--- src/design/tcgw_pkg.sv ---
// ============================================================================
// tcgw_pkg: shared types and constants for the text console glyph writer
// Word layouts of the input and result queues, configuration and command types.
// ============================================================================
package tcgw_pkg;

    localparam int GLYPH_WIDTH        = 8;
    localparam int GLYPH_COUNT_DEF    = 256;
    localparam int GLYPH_ROWS_DEF     = 16;
    localparam int CMDQ_DEPTH         = 4;
    localparam int OUTQ_DEPTH         = 4;

    localparam int ADDR_W             = 48;
    localparam int PITCH_W            = 14;
    localparam int COLOR_W            = 32;
    localparam int CFG_DATA_W         = 48;

    localparam logic [0:0] OP_LOAD    = 1'b0;
    localparam logic [0:0] OP_PRINT   = 1'b1;

    localparam logic [7:0] CHAR_NUL   = 8'd0;
    localparam logic [7:0] CHAR_TAB   = 8'd9;
    localparam logic [7:0] CHAR_NL    = 8'd10;

    localparam logic [1:0] CFG_FB_BASE         = 2'd0;
    localparam logic [1:0] CFG_PIXELS_PER_LINE = 2'd1;
    localparam logic [1:0] CFG_SCREEN_WIDTH    = 2'd2;
    localparam logic [1:0] CFG_TEXT_COLOR      = 2'd3;

    typedef struct packed {
        logic [0:0]             opcode;
        logic [7:0]             char_code;
        logic [3:0]             glyph_row;
        logic [GLYPH_WIDTH-1:0] font_byte;
    } item_t;

    typedef struct packed {
        logic [ADDR_W-1:0]      write_address;
        logic [GLYPH_WIDTH-1:0] write_mask;
        logic [COLOR_W-1:0]     write_color;
        logic                   last_row;
    } result_t;

    typedef struct packed {
        logic [ADDR_W-1:0]  fb_base;
        logic [PITCH_W-1:0] pixels_per_line;
        logic [PITCH_W-1:0] screen_width;
        logic [COLOR_W-1:0] text_color;
    } cfg_t;

    localparam cfg_t CFG_RESET = '{
        fb_base:         48'd0,
        pixels_per_line: 14'd1024,
        screen_width:    14'd1024,
        text_color:      32'hFFFF_FFFF
    };

    typedef enum logic [1:0] {
        KIND_LOAD,
        KIND_NEWLINE,
        KIND_TAB,
        KIND_PRINT
    } cmd_kind_t;

    typedef struct packed {
        cmd_kind_t              kind;
        logic [7:0]             glyph;
        logic [3:0]             row;
        logic [GLYPH_WIDTH-1:0] font_byte;
    } cmd_t;

    typedef struct packed {
        logic busy;
        logic out_push;
        logic out_full;
        logic out_last;
    } back_stat_t;

endpackage

--- src/design/tcgw_fifo.sv ---
// ============================================================================
// tcgw_fifo: small register queue
// Flip-flop storage with a fill level; the head word is shown while not empty.
// ============================================================================
module tcgw_fifo #(
    parameter int WIDTH = 8,
    parameter int DEPTH = 4
) (
    input  logic                       clk,
    input  logic                       rst_n,
    input  logic                       wr_en,
    input  logic [WIDTH-1:0]           wr_data,
    input  logic                       rd_en,
    output logic [WIDTH-1:0]           rd_data,
    output logic                       full,
    output logic                       empty,
    output logic [$clog2(DEPTH+1)-1:0] level
);

    localparam int PTR_W = $clog2(DEPTH);
    localparam int LVL_W = $clog2(DEPTH + 1);

    logic [WIDTH-1:0] mem [DEPTH];
    logic [PTR_W-1:0] wr_ptr_reg, wr_ptr_next;
    logic [PTR_W-1:0] rd_ptr_reg, rd_ptr_next;
    logic [LVL_W-1:0] count_reg, count_next;
    logic             do_wr;
    logic             do_rd;

    assign full  = (count_reg == LVL_W'(DEPTH));
    assign empty = (count_reg == '0);
    assign level = count_reg;
    assign do_wr = wr_en && !full;
    assign do_rd = rd_en && !empty;
    assign rd_data = mem[rd_ptr_reg];

    always_comb
    begin
        wr_ptr_next = wr_ptr_reg;
        rd_ptr_next = rd_ptr_reg;
        count_next  = count_reg;
        if (do_wr)
        begin
            wr_ptr_next = (wr_ptr_reg == PTR_W'(DEPTH - 1)) ? '0 : wr_ptr_reg + 1'b1;
        end
        if (do_rd)
        begin
            rd_ptr_next = (rd_ptr_reg == PTR_W'(DEPTH - 1)) ? '0 : rd_ptr_reg + 1'b1;
        end
        if (do_wr && !do_rd)
        begin
            count_next = count_reg + 1'b1;
        end
        else if (do_rd && !do_wr)
        begin
            count_next = count_reg - 1'b1;
        end
    end

    always_ff @(posedge clk or negedge rst_n)
    begin
        if (!rst_n)
        begin
            wr_ptr_reg <= '0;
            rd_ptr_reg <= '0;
            count_reg  <= '0;
        end
        else
        begin
            wr_ptr_reg <= wr_ptr_next;
            rd_ptr_reg <= rd_ptr_next;
            count_reg  <= count_next;
        end
    end

    always_ff @(posedge clk)
    begin
        if (do_wr)
        begin
            mem[wr_ptr_reg] <= wr_data;
        end
    end

endmodule

--- src/design/tcgw_front.sv ---
// ============================================================================
// tcgw_front: input classifier and command queue
// Sorts incoming words into glyph loads, cursor controls and prints; drops code zero and out-of-range load rows.
// ============================================================================
module tcgw_front
    import tcgw_pkg::*;
#(
    parameter int GLYPH_COUNT = GLYPH_COUNT_DEF,
    parameter int GLYPH_ROWS  = GLYPH_ROWS_DEF
) (
    input  logic  clk,
    input  logic  rst_n,
    input  logic  push,
    output logic  full,
    input  item_t item,
    output logic  cmd_valid,
    output cmd_t  cmd,
    input  logic  cmd_pop
);

    cmd_t       cmd_in;
    logic       keep;
    logic       cmdq_empty;
    logic [7:0] glyph;

    always_comb
    begin
        // Codes at or above the glyph count have the glyph count subtracted once.
        glyph = item.char_code;
        if (32'(item.char_code) >= GLYPH_COUNT)
        begin
            glyph = item.char_code - 8'(GLYPH_COUNT);
        end

        keep             = 1'b1;
        cmd_in.kind      = KIND_PRINT;
        cmd_in.glyph     = glyph;
        cmd_in.row       = item.glyph_row;
        cmd_in.font_byte = item.font_byte;

        unique case (item.opcode)
            OP_LOAD:
            begin
                cmd_in.kind = KIND_LOAD;
                keep        = (32'(item.glyph_row) < GLYPH_ROWS);
            end
            OP_PRINT:
            begin
                unique case (item.char_code)
                    CHAR_NUL: keep        = 1'b0;
                    CHAR_TAB: cmd_in.kind = KIND_TAB;
                    CHAR_NL:  cmd_in.kind = KIND_NEWLINE;
                    default:  cmd_in.kind = KIND_PRINT;
                endcase
            end
            default: keep = 1'b0;
        endcase
    end

    tcgw_fifo #(
        .WIDTH ($bits(cmd_t)),
        .DEPTH (CMDQ_DEPTH)
    ) u_cmdq (
        .clk     (clk),
        .rst_n   (rst_n),
        .wr_en   (push && keep),
        .wr_data (cmd_in),
        .rd_en   (cmd_pop),
        .rd_data (cmd),
        .full    (full),
        .empty   (cmdq_empty),
        .level   ()
    );

    assign cmd_valid = !cmdq_empty;

endmodule

--- config.mk ---
export PLATFORM = sky130hd
export DESIGN_NAME = tcgw_front
export DESIGN_NICKNAME = d
export VERILOG_FILES = /design/src/design/tcgw_pkg.sv /design/src/design/tcgw_fifo.sv /design/src/design/tcgw_front.sv
export SDC_FILE = /design/constraint.sdc
export NUM_CORES = 1
export LEC_CHECK = 0
export ABC_AREA = 1
export BUFFER_PORTS_ARGS = -buffer_cell sky130_fd_sc_hd__buf_4
export CAP_MARGIN = 20
export CORE_UTILIZATION = 50
export CTS_CLUSTER_DIAMETER = 60
export DETAILED_ROUTE_END_ITERATION = 10
export GPL_TIMING_DRIVEN = 0
export PLACE_DENSITY = 0.72
export SLEW_MARGIN = 20
export SYNTH_ARGS = -nofsm -noshare
export SYNTH_HDL_FRONTEND = slang
export SYNTH_HIERARCHICAL = 1
export SYNTH_SLANG_ARGS = --single-unit
--- constraint.sdc ---
create_clock -name clk -period 6.5 [get_ports clk]
set_input_delay 0 -clock clk [delete_from_list [all_inputs] [get_ports clk]]
set_output_delay 0 -clock clk [all_outputs]
set_load 0.01 [all_outputs]
==> run metrics, run 1 <==
critical path startpoint category=primary input; Worst-Margin Slew=0.753 ns; Setup violations, final=0; Min-Delay Endpoint=u_cmdq/wr_ptr_reg[0]$_DFFE_PN0P_; reg-to-reg startpoint=u_cmdq/level[0]$_DFFE_PN0P_; crit end category=flip-flop; die area=8580 um^2; post-synth net total=369; antenna violations before repair=0; count leader, synth=edfxtp_1; Pwr Density=431 nW/um^2; Max FO, Critical Path=7; Layout area overhead=24.0%; worst reg2reg path endpoint=u_cmdq/level[1]$_DFFE_PN0P_; Top-Level Pins=49; Critical path origin=item[19]; clock transition at the registers of the reported paths=0.08 ns; Clock Latency Late Sink=0.35 ns; height of the chip=92.6 um; vias per cell=4.96; worst vdd ir=0.247 mV; crit path DAT=2.53 ns; main combinational cell family by area after synthesis=simple AND/OR/NAND/NOR gates; Largest register FFs=88; total number of vias=2,611; Synth Area in Simple Gates=10.4%; pin count of the biggest net entering global routing=23; leading cell types by count after synthesis=edfxtp_1 (88), nand2_1 (82), inv_1 (64); Filler cells=617; Bufs and invs on worst path=4; final hold violation count=0; CTS sink count=95; slew margin rel.=49.7%; DRC=0; Main synth FF type=edfxtp_1; Final min period=2.30 ns; final count of pins violating max slew=0; Post-CTS Setup Bufs=0; skew final=0.00816 ns; leading area contributor after synthesis=edfxtp_1; outcome=finished, final reports clean; Static Leak=2.13 nW; Mean Syn Cell Area=12.2 um^2; layout cell share with drive strength beyond 1=21.2%; Most flops, register=u_cmdq/mem; utilization after layout=64.9%; Hold Path Depth=5; Synth Area in Compound Gates=9.26%; Post-synth EDFFs=88; yosys warns=6; worst path cell trace=dlygate4sd3_1, buf_4, nor2_1, nand2_1, nor2_1, nor2_1, nand2_1, inv_1, ha_1, inv_1, fa_1, nand2_1, o21ai_0; Cell Rows=32; vias in the first global route=2,673; Seq cells post-synth=95; routed length per instance=15.1 um; H-tree depth=3; Gates resized, CTS repair=0; Final ANT Viol Nets=0; initial detailed-routing violation count=183; CTS buffer count=9; CP top delay family=simple AND/OR/NAND/NOR gates; input/output buffers=48; Max Cap Viol=0; DRT Pass-1 Iters=4; Period Utilization, post-route=35.4%; diode count=0; Hold Path Class=primary input to flip-flop; Yosys cell types=17; Syn Inst Count=337; worst hold start=push; Tot GR Track Use=20.3%; Final TNS setup=0 ns; Setup Crit Path Kind=primary input to flip-flop; die width=92.6 um; async set-reset flop share out of synthesis=7.37%; first-pass GRT wire length=12.9 mm; routability cong.=0.722; fmax=0.434 GHz; Syn Std Cell Area=4110 um^2; Reg2Reg Depth=9; cell at the slowest stage of the critical path=dlygate4sd3_1; RSZ-0062 raised after global routing=no; CTS tree=yes; XOR/XNOR share of the synthesized area=0.213%; worst-case register-to-register setup slack=4.38 ns; CP max stage delay=0.55 ns; # hold bufs at CTS=23; GRT Residual Overflow=0; cell count along the critical path=13; CTS max path bufs=2; Starting Density=52.3%; sequential area share after synthesis=68.6%; Synth Area in Adders=2.31%; Req. time, crit path=6.73 ns; layout net count=451; core region area=7850 um^2; share of the synthesized area in the top cell type=64.3%; Root Buffer=clkbuf_8; mux cell area share after synthesis=0%; Post-Route WL=7.93 mm; DP Wirelength=4.87 mm; top cells by area, synth=edfxtp_1 (64%), nand2_1 (7.5%), o211ai_1 (6.4%), inv_1 (5.8%), dfrtp_1 (4.3%)
-- routing by layer --
layer	part of all wire [%]	global-route usage [%]	up-vias
met5	0	0	-
met4	1.6	9.49	0
met3	5.2	3.53	12
met2	50	33.8	79
met1	43	26.0	1218
li1	-	-	1302
-- worst min-delay path: cells and delay by family --
family	cells	cell delay, ns
and+or+nand+nor	3	0.18
buffers and inverters	2	0.15
-- metrics by stage --
step / worst slack (ns) / power [mW] / std cells / hold slack [ns] / cell area (um^2)
3_3_place_gp: 3.59 / 1.72 / 487 / -0.182 / 4600
5_1_grt: 4.06 / 2.33 / 526 / 0.0326 / 5090
2_1_floorplan: 4.43 / 1.40 / 337 / -0.296 / 4110
6_report: 4.20 / 2.20 / 526 / 0.0179 / 5090
4_1_cts: 4.24 / 2.21 / 526 / 0.00800 / 5090
3_5_place_dp: 4.37 / 1.76 / 487 / -0.180 / 4630
-- where the power goes --
| part | internal, mW | switching (mW) | total, mW |
|---|---|---|---|
| sequential | 0.808 | 0.0502 | 0.859 |
| combinational | 0.373 | 0.517 | 0.891 |
| clock | 0.257 | 0.191 | 0.447 |
-- cells by family after synthesis --
kind of cell / after synthesis
buffers and inverters: 79
adder cells (fa/ha/maj): 7
AO/OA/AOI/OAI: 45
AND/OR/NAND/NOR: 110
flip-flops: 95
XOR/XNOR: 1
-- cell usage in the layout (no fill, tap or decap), types with 9 or more instances in the layout --
cell / netlist / routed
nor2_1: 17 / 13
nand2_1: 82 / 82
nand3_1: 9 / 9
buf_4: 5 / 53
dlygate4sd3_1: 0 / 23
o211ai_2: 9 / 9
clkbuf_8: 0 / 9
o211ai_1: 35 / 35
inv_1: 64 / 64
edfxtp_1: 88 / 88
-- how the worst max path moves through the flow --
stage | endpoint | slack, ns
after global placement | u_cmdq/mem[0][9]$_DFFE_PP_ | 3.59
after CTS | u_cmdq/level[1]$_DFFE_PN0P_ | 4.24
after floorplan | u_cmdq/mem[3][0]$_DFFE_PP_ | 4.43
after detailed placement | u_cmdq/level[1]$_DFFE_PN0P_ | 4.37
after global routing | u_cmdq/level[1]$_DFFE_PN0P_ | 4.06
final | u_cmdq/level[1]$_DFFE_PN0P_ | 4.20
-- final cells by class --
cell class	count	area (um^2)	share of cell area, %
clock inverters	5	106	2.09
inverters	65	244	4.79
plain buffers	14	133	2.60
clock buffers	11	131	2.58
well taps	102	128	2.51
repair buffers	71	591	11.6
flip-flops and latches	95	2820	55.3
multi-input cells	163	943	18.5
Power figures use the tool's default switching activity.
==> run 2: changes to the inputs <==
==> constraint.sdc (replaced) <==
create_clock -name clk -period 2.3 [get_ports clk]
set_input_delay 0 -clock clk [delete_from_list [all_inputs] [get_ports clk]]
set_output_delay 0 -clock clk [all_outputs]
set_load 0.01 [all_outputs]
==> run 2 against run 1 <==
Against the previous run: total power rose to 2.8 times the previous value; worst hold slack better by 0.018 ns; via count down 0.15%; core utilization about the same; critical endpoint unchanged; highest routed layer unchanged.
==> run metrics, run 2 (synthesized netlist as in run 1, its figures left out) <==
Reg2Reg Depth=9 (unchanged); Starting Density=52.3% (unchanged); first-pass GRT wire length=12.9 mm (unchanged); Pwr Density=1220 nW/um^2 (+180%); critical path startpoint category=primary input; worst-case register-to-register setup slack=0.30 ns (-4.08 ns); total number of vias=2,607 (-0.15%); worst vdd ir=0.695 mV (+180%); utilization after layout=64.9% (about the same); Final Instance Area=5100 um^2 (about the same); Placement Cell Area=4630 um^2 (unchanged); Largest register FFs=88 (unchanged); Max Cap Viol=0 (unchanged); DP Cell Count=487 (unchanged); outcome=finished, final reports clean; routed length per instance=15.2 um (+0.54%); fmax=0.463 GHz; Static Leak=2.13 nW (about the same); Period Utilization, post-route=94.0%; core region area=7850 um^2 (unchanged); DRT Pass-1 Iters=4 (unchanged); Min-Delay Endpoint=u_cmdq/wr_ptr_reg[0]$_DFFE_PN0P_; final hold violation count=0 (unchanged); die width=92.6 um (unchanged); Final TNS setup=0 ns (unchanged); CTS buffer count=9 (unchanged); Layout area overhead=24.1% (about the same); clock transition at the registers of the reported paths=0.08 ns (about the same); DRC=0 (unchanged); H-tree depth=3 (unchanged); skew final=0.00697 ns (-0.00119 ns); crit end category=flip-flop; Max FO, Critical Path=7 (unchanged); Worst-Margin Slew=0.762 ns (+0.00902 ns); pin count of the biggest net entering global routing=23 (unchanged); height of the chip=92.6 um (unchanged); Top-Level Pins=49 (unchanged); Req. time, crit path=2.53 ns (-4.20 ns); die area=8580 um^2 (unchanged); worst reg2reg path endpoint=u_cmdq/level[1]$_DFFE_PN0P_; Setup violations, final=0 (unchanged); Root Buffer=clkbuf_8; commonest non-fill, non-tap cells in the layout=edfxtp_1 (88), nand2_1 (81), inv_1 (64); Sequential Area=2820 um^2 (unchanged); reg-to-reg startpoint=u_cmdq/level[0]$_DFFE_PN0P_; commonest non-fill, non-tap cell in the layout=edfxtp_1; Most flops, register=u_cmdq/mem; Final min period=2.16 ns; Setup Crit Path Kind=primary input to flip-flop; Final ANT Viol Nets=0 (unchanged); crit path DAT=2.39 ns (-0.14 ns); Post-Route WL=7.97 mm (+0.54%); Finished Layout Cells=526 (unchanged); layout cell share with drive strength beyond 1=21.5% (+0.24 points); diode count=0 (unchanged); vias in the first global route=2,673 (unchanged); final count of pins violating max slew=0 (unchanged); CTS max path bufs=2 (unchanged); Tot GR Track Use=20.3% (unchanged); Cell Rows=32 (unchanged); worst hold start=push; Filler cells=620 (+0.49%); CTS tree=yes; Hold Path Class=primary input to flip-flop; CTS sink count=95 (unchanged); slew margin rel.=49.1% (-0.60 points); input/output buffers=48 (unchanged); GRT Residual Overflow=0 (unchanged); antenna violations before repair=0 (unchanged); Clock Latency Late Sink=0.34 ns (about the same); DP Wirelength=4.87 mm (unchanged); Multi-input gate area=946 um^2 (+0.27%); vias per cell=4.96 (-0.15%); initial detailed-routing violation count=193 (+5.5%); layout net count=451 (unchanged); RSZ-0062 raised after global routing=no; routability cong.=0.722 (unchanged); Hold Path Depth=5 (unchanged)
==> run 2: changes by cell type in the layout (fill, tap and decap cells not counted) <==
cell,delta
nand2_1,-1
nand2_2,+1
==> run 2: final cells by class <==
type                            instances  area share, %
Clock inverter                          5           2.09
Multi-Input combinational cell        163           18.6
Clock buffer                           11           2.58
Inverter                               65           4.79
Timing Repair Buffer                   71           11.6
Tap cell                              102           2.50
Sequential cell                        95           55.3
Buffer                                 14           2.60
==> run 2: report_power, final <==
part / leakage (nW) / total, mW / switching, mW / internal [mW]
sequential: 0.891 / 2.43 / 0.142 / 2.28
clock: 0.114 / 1.26 / 0.539 / 0.725
combinational: 1.12 / 2.52 / 1.46 / 1.06
total: 2.13 / 6.21 / 2.15 / 4.07
==> run 2: metal layers <==
layer  share of wire [%]  track usage (%)  vias to the layer above
met5                   0                0                        -
met4                 1.5             9.49                        0
met3                 5.7             3.53                       10
met2                  51             33.8                       75
met1                  42             26.0                     1221
li1                    -                -                     1301
==> run 2: how the worst max path moves through the flow <==
| stage | from | to | slack [ns] | cells past startpoint |
|---|---|---|---|---|
| 3_3_place_gp | u_cmdq/level[0]$_DFFE_PN0P_ | u_cmdq/mem[0][9]$_DFFE_PP_ | -0.61 | 4 |
| 3_5_place_dp | u_cmdq/level[0]$_DFFE_PN0P_ | u_cmdq/level[1]$_DFFE_PN0P_ | 0.17 | 9 |
| 6_report | item[19] | u_cmdq/level[1]$_DFFE_PN0P_ | 0.14 | 13 |
| 4_1_cts | item[19] | u_cmdq/level[1]$_DFFE_PN0P_ | 0.04 | 13 |
| 5_1_grt | item[14] | u_cmdq/level[2]$_DFFE_PN0P_ | 0.008 | 15 |
| 2_1_floorplan | u_cmdq/level[0]$_DFFE_PN0P_ | u_cmdq/mem[3][0]$_DFFE_PP_ | 0.23 | 4 |
==> run 2: worst max-delay path, cell delays in order <==
cell           delay [ns]
dlygate4sd3_1        0.55
buf_4                0.15
nor2_1               0.11
nand2_1              0.10
nor2_1               0.19
nor2_1               0.11
nand2_2              0.23
inv_1                0.08
ha_1                 0.22
inv_1                0.09
fa_1                 0.41
nand2_1              0.08
o21ai_0              0.07
==> run 2: what timing repair did <==
item	in CTS	in global routing
hold buffers	23	0
buffers inserted	0	0
endpoints found under the hold margin	89	0
setup endpoints to repair	0	2
resized for setup	0	1
==> run 2: per-stage QoR <==
step / total power, mW / setup slack [ns] / hold WS (ns)
detailed placement: 4.98 / 0.175 / -0.180
finish: 6.21 / 0.138 / 0.0354
CTS: 6.26 / 0.0445 / 0.00800
floorplan: 3.96 / 0.230 / -0.296
global route: 6.59 / 0.00823 / 0.0508
global placement: 4.87 / -0.608 / -0.182
==> run 3: changes to the inputs <==
--- a/config.mk
+++ b/config.mk
@@ -12,9 +12,8 @@
 export CTS_CLUSTER_DIAMETER = 60
 export DETAILED_ROUTE_END_ITERATION = 10
 export GPL_TIMING_DRIVEN = 0
-export PLACE_DENSITY = 0.72
+export PLACE_DENSITY = 0.73
 export SLEW_MARGIN = 20
 export SYNTH_ARGS = -nofsm -noshare
 export SYNTH_HDL_FRONTEND = slang
-export SYNTH_HIERARCHICAL = 1
 export SYNTH_SLANG_ARGS = --single-unit
==> run 3 against run 2 <==
Against the previous run: global-route usage grew 0.93 points; synthesized cell count decreased by 16%; total power shrank 6.5%; fmax increased by 3.0%; cell area decreased by 7.3%; critical endpoint is now u_cmdq.level[1]$_DFFE_PN0P_.
==> run metrics, run 3 <==
input/output buffers=48 (unchanged); Final TNS setup=0 ns (unchanged); top cells by area, synth=edfxtp_1 (69%), nor2_1 (5.9%), dfrtp_1 (4.6%), o21ai_0 (3.7%), o22ai_1 (3.6%); Syn Inst Count=282 (-16%); Root Buffer=clkbuf_8; Static Leak=1.74 nW (-18%); routability cong.=0.726 (+0.51%); Starting Density=52.2% (-0.11 points); cell at the slowest stage of the critical path=dfrtp_1; async set-reset flop share out of synthesis=7.37% (unchanged); commonest non-fill, non-tap cell in the layout=edfxtp_1; final hold slack=0.0275 ns (-0.00789 ns); Pwr Density=1230 nW/um^2 (+0.87%); CTS sink count=95 (unchanged); Pwr Total=5.80 mW (-6.5%); sequential area share after synthesis=74.0% (+5.4 points); slew margin rel.=48.0% (-1.1 points); CTS max path bufs=2 (unchanged); Max Cap Viol=0 (unchanged); worst path cell trace=nor3_2, nor2_2, nand2_4, inv_1, ha_1, inv_1, fa_1, mux2_2; H-tree depth=3 (unchanged); most used cell, CP=inv_1; Gates resized, CTS repair=0 (unchanged); Setup violations, final=0 (unchanged); Setup Crit Path Kind=flip-flop to flip-flop; Top-Level Pins=49 (unchanged); fmax=0.477 GHz (+3.0%); final hold violation count=0 (unchanged); count leader, synth=edfxtp_1; Final ANT Viol Nets=0 (unchanged); initial detailed-routing violation count=130 (-33%); antenna violations before repair=0 (unchanged); first-pass GRT wire length=11.7 mm (-9.3%); CTS tree=yes; layout cell share with drive strength beyond 1=22.6% (+1.1 points); DP Wirelength=4.66 mm (-4.3%); vias per cell=5.35 (+8.0%); CP max stage delay=0.43 ns (-0.12 ns); DRC=0 (unchanged); Period Utilization, post-route=91.2% (-2.8 points); die area=7970 um^2 (-7.1%); Post-synth EDFFs=88 (unchanged); leading cell types by count after synthesis=edfxtp_1 (88), nor2_1 (60), o21ai_0 (28); pin count of the biggest net entering global routing=23 (unchanged); Syn Std Cell Area=3810 um^2 (-7.3%); total number of vias=2,499 (-4.1%); Post-Route WL=7.84 mm (-1.7%); Cell Rows=31 (-3.1%); DRT Pass-1 Iters=4 (unchanged); diode count=0 (unchanged); Layout area overhead=24.0% (about the same); yosys warns=0 (-6); Sequential Area=2820 um^2 (unchanged); GRT Residual Overflow=0 (unchanged); Filler cells=559 (-9.8%); crit end category=flip-flop; Largest register FFs=88 (unchanged); critical path startpoint category=flip-flop; worst vdd ir=0.536 mV (-23%); commonest non-fill, non-tap cells in the layout=edfxtp_1 (88), nor2_1 (56), buf_4 (49); clock transition at the registers of the reported paths=0.08 ns (about the same); Max FO, Critical Path=7 (unchanged); post-synth net total=314 (-15%); Seq cells post-synth=95 (unchanged); RSZ-0062 raised after global routing=no; Worst-Margin Slew=0.778 ns (+0.0160 ns); layout net count=395 (-12%); Multi-input gate area=847 um^2 (-10%); leading area contributor after synthesis=edfxtp_1; height of the chip=89.3 um (-3.6%); Req. time, crit path=2.54 ns (about the same); Mean Syn Cell Area=13.5 um^2 (+11%); share of the synthesized area in the top cell type=69.4% (+5.1 points); die width=89.3 um (-3.6%); Most flops, register=u_cmdq.mem; Yosys cell types=25 (+8); crit path DAT=2.34 ns (-0.05 ns); Final min period=2.10 ns (-0.0640 ns); Tot GR Track Use=21.2% (+0.93 points); Main synth FF type=edfxtp_1; outcome=finished, final reports clean; Clock Latency Late Sink=0.36 ns (+0.02 ns); routed length per instance=16.8 um (+11%); core region area=7290 um^2 (-7.1%); final count of pins violating max slew=0 (unchanged); Hold Path Class=primary input to flip-flop; CTS buffer count=9 (unchanged); vias in the first global route=2,395 (-10%); skew final=0.00602 ns (-0.000950 ns)
[run 3: cell types whose count changed after synthesis, moves of 5 or more]
cell      before  now
nand2_1       82    9
inv_1         64   15
nor2_1        17   60
o211ai_1      35    0
o21ai_0        1   28
o22ai_1        0   22
o21ai_1        0   17
o211ai_2       9    0
nand3_1        9    2
buf_2          1    6
[run 3: area by class of cell]
type	count	share of cell area (%)
multi-input combinational	157	17.9
clock inverter	6	1.09
tap	99	2.62
buffer	13	2.23
sequential	95	59.7
timing repair buffer	70	12.3
clock buffer	10	2.70
inverter	17	1.46
[run 3: cells by family (layout without fill, tap and decap cells)]
group                    after synthesis  after routing  share of synthesized area (%)
AO/OA/AOI/OAI                         72             72                           10.2
XOR/XNOR                               2              2                          0.460
flip-flops                            95             95                           74.0
buffers and inverters                 30            116                           4.57
multiplexers                           1              1                          0.296
adder cells (fa/ha/maj)                7              7                           2.50
AND/OR/NAND/NOR                       75             75                           7.95
[run 3: final timing paths]
kind | from | to | slack (ns) | depth (start not counted)
min in group asynchronous | rst_n | u_cmdq.rd_ptr_reg[0]$_DFFE_PN0P_ | 0.67 | 3
max in group asynchronous | rst_n | u_cmdq.wr_ptr_reg[1]$_DFFE_PN0P_ | 1.34 | 3
max | u_cmdq.level[1]$_DFFE_PN0P_ | u_cmdq.level[1]$_DFFE_PN0P_ | 0.20 | 8
min | push | u_cmdq.wr_ptr_reg[0]$_DFFE_PN0P_ | 0.03 | 5
min reg2reg | u_cmdq.wr_ptr_reg[1]$_DFFE_PN0P_ | u_cmdq.wr_ptr_reg[1]$_DFFE_PN0P_ | 0.54 | 2
max reg2reg | u_cmdq.level[1]$_DFFE_PN0P_ | u_cmdq.level[1]$_DFFE_PN0P_ | 0.20 | 8
[run 3: metrics by stage]
step                      instance area (um^2)  utilization [%]  instances  worst slack, ns
final                                     4720             64.8        467            0.202
after global routing                      4720             64.8        467           0.0742
after CTS                                 4720             64.8        467            0.192
after detailed placement                  4320             59.3        429            0.219
after global placement                    4290             58.9        429           -0.583
after floorplan                           3810                -        282            0.183
[run 3: worst max-delay path, delay by kind of cell (launching register included)]
family                     cells  cell delay (ns)
and+or+nand+nor                3             0.52
DFF                            1             0.43
muxes                          1             0.27
buffers and inverters          2             0.16
adders and majority gates      2             0.60
[run 3: repair_timing]
item                                   in CTS  in global routing
setup buffers                               0                  0
endpoints found under the hold margin      87                  0
hold buffers                               22                  0
[run 3: where the power goes]
group | switching, mW | internal, mW
sequential | 0.131 | 2.29
combinational | 1.39 | 0.981
clock | 0.525 | 0.488
[run 3: metal layers]
metal	global-route usage, %	routed length (um)
met5	0	0
met4	10.2	151
met3	5.17	530
met2	36.1	4080
met1	25.6	3070
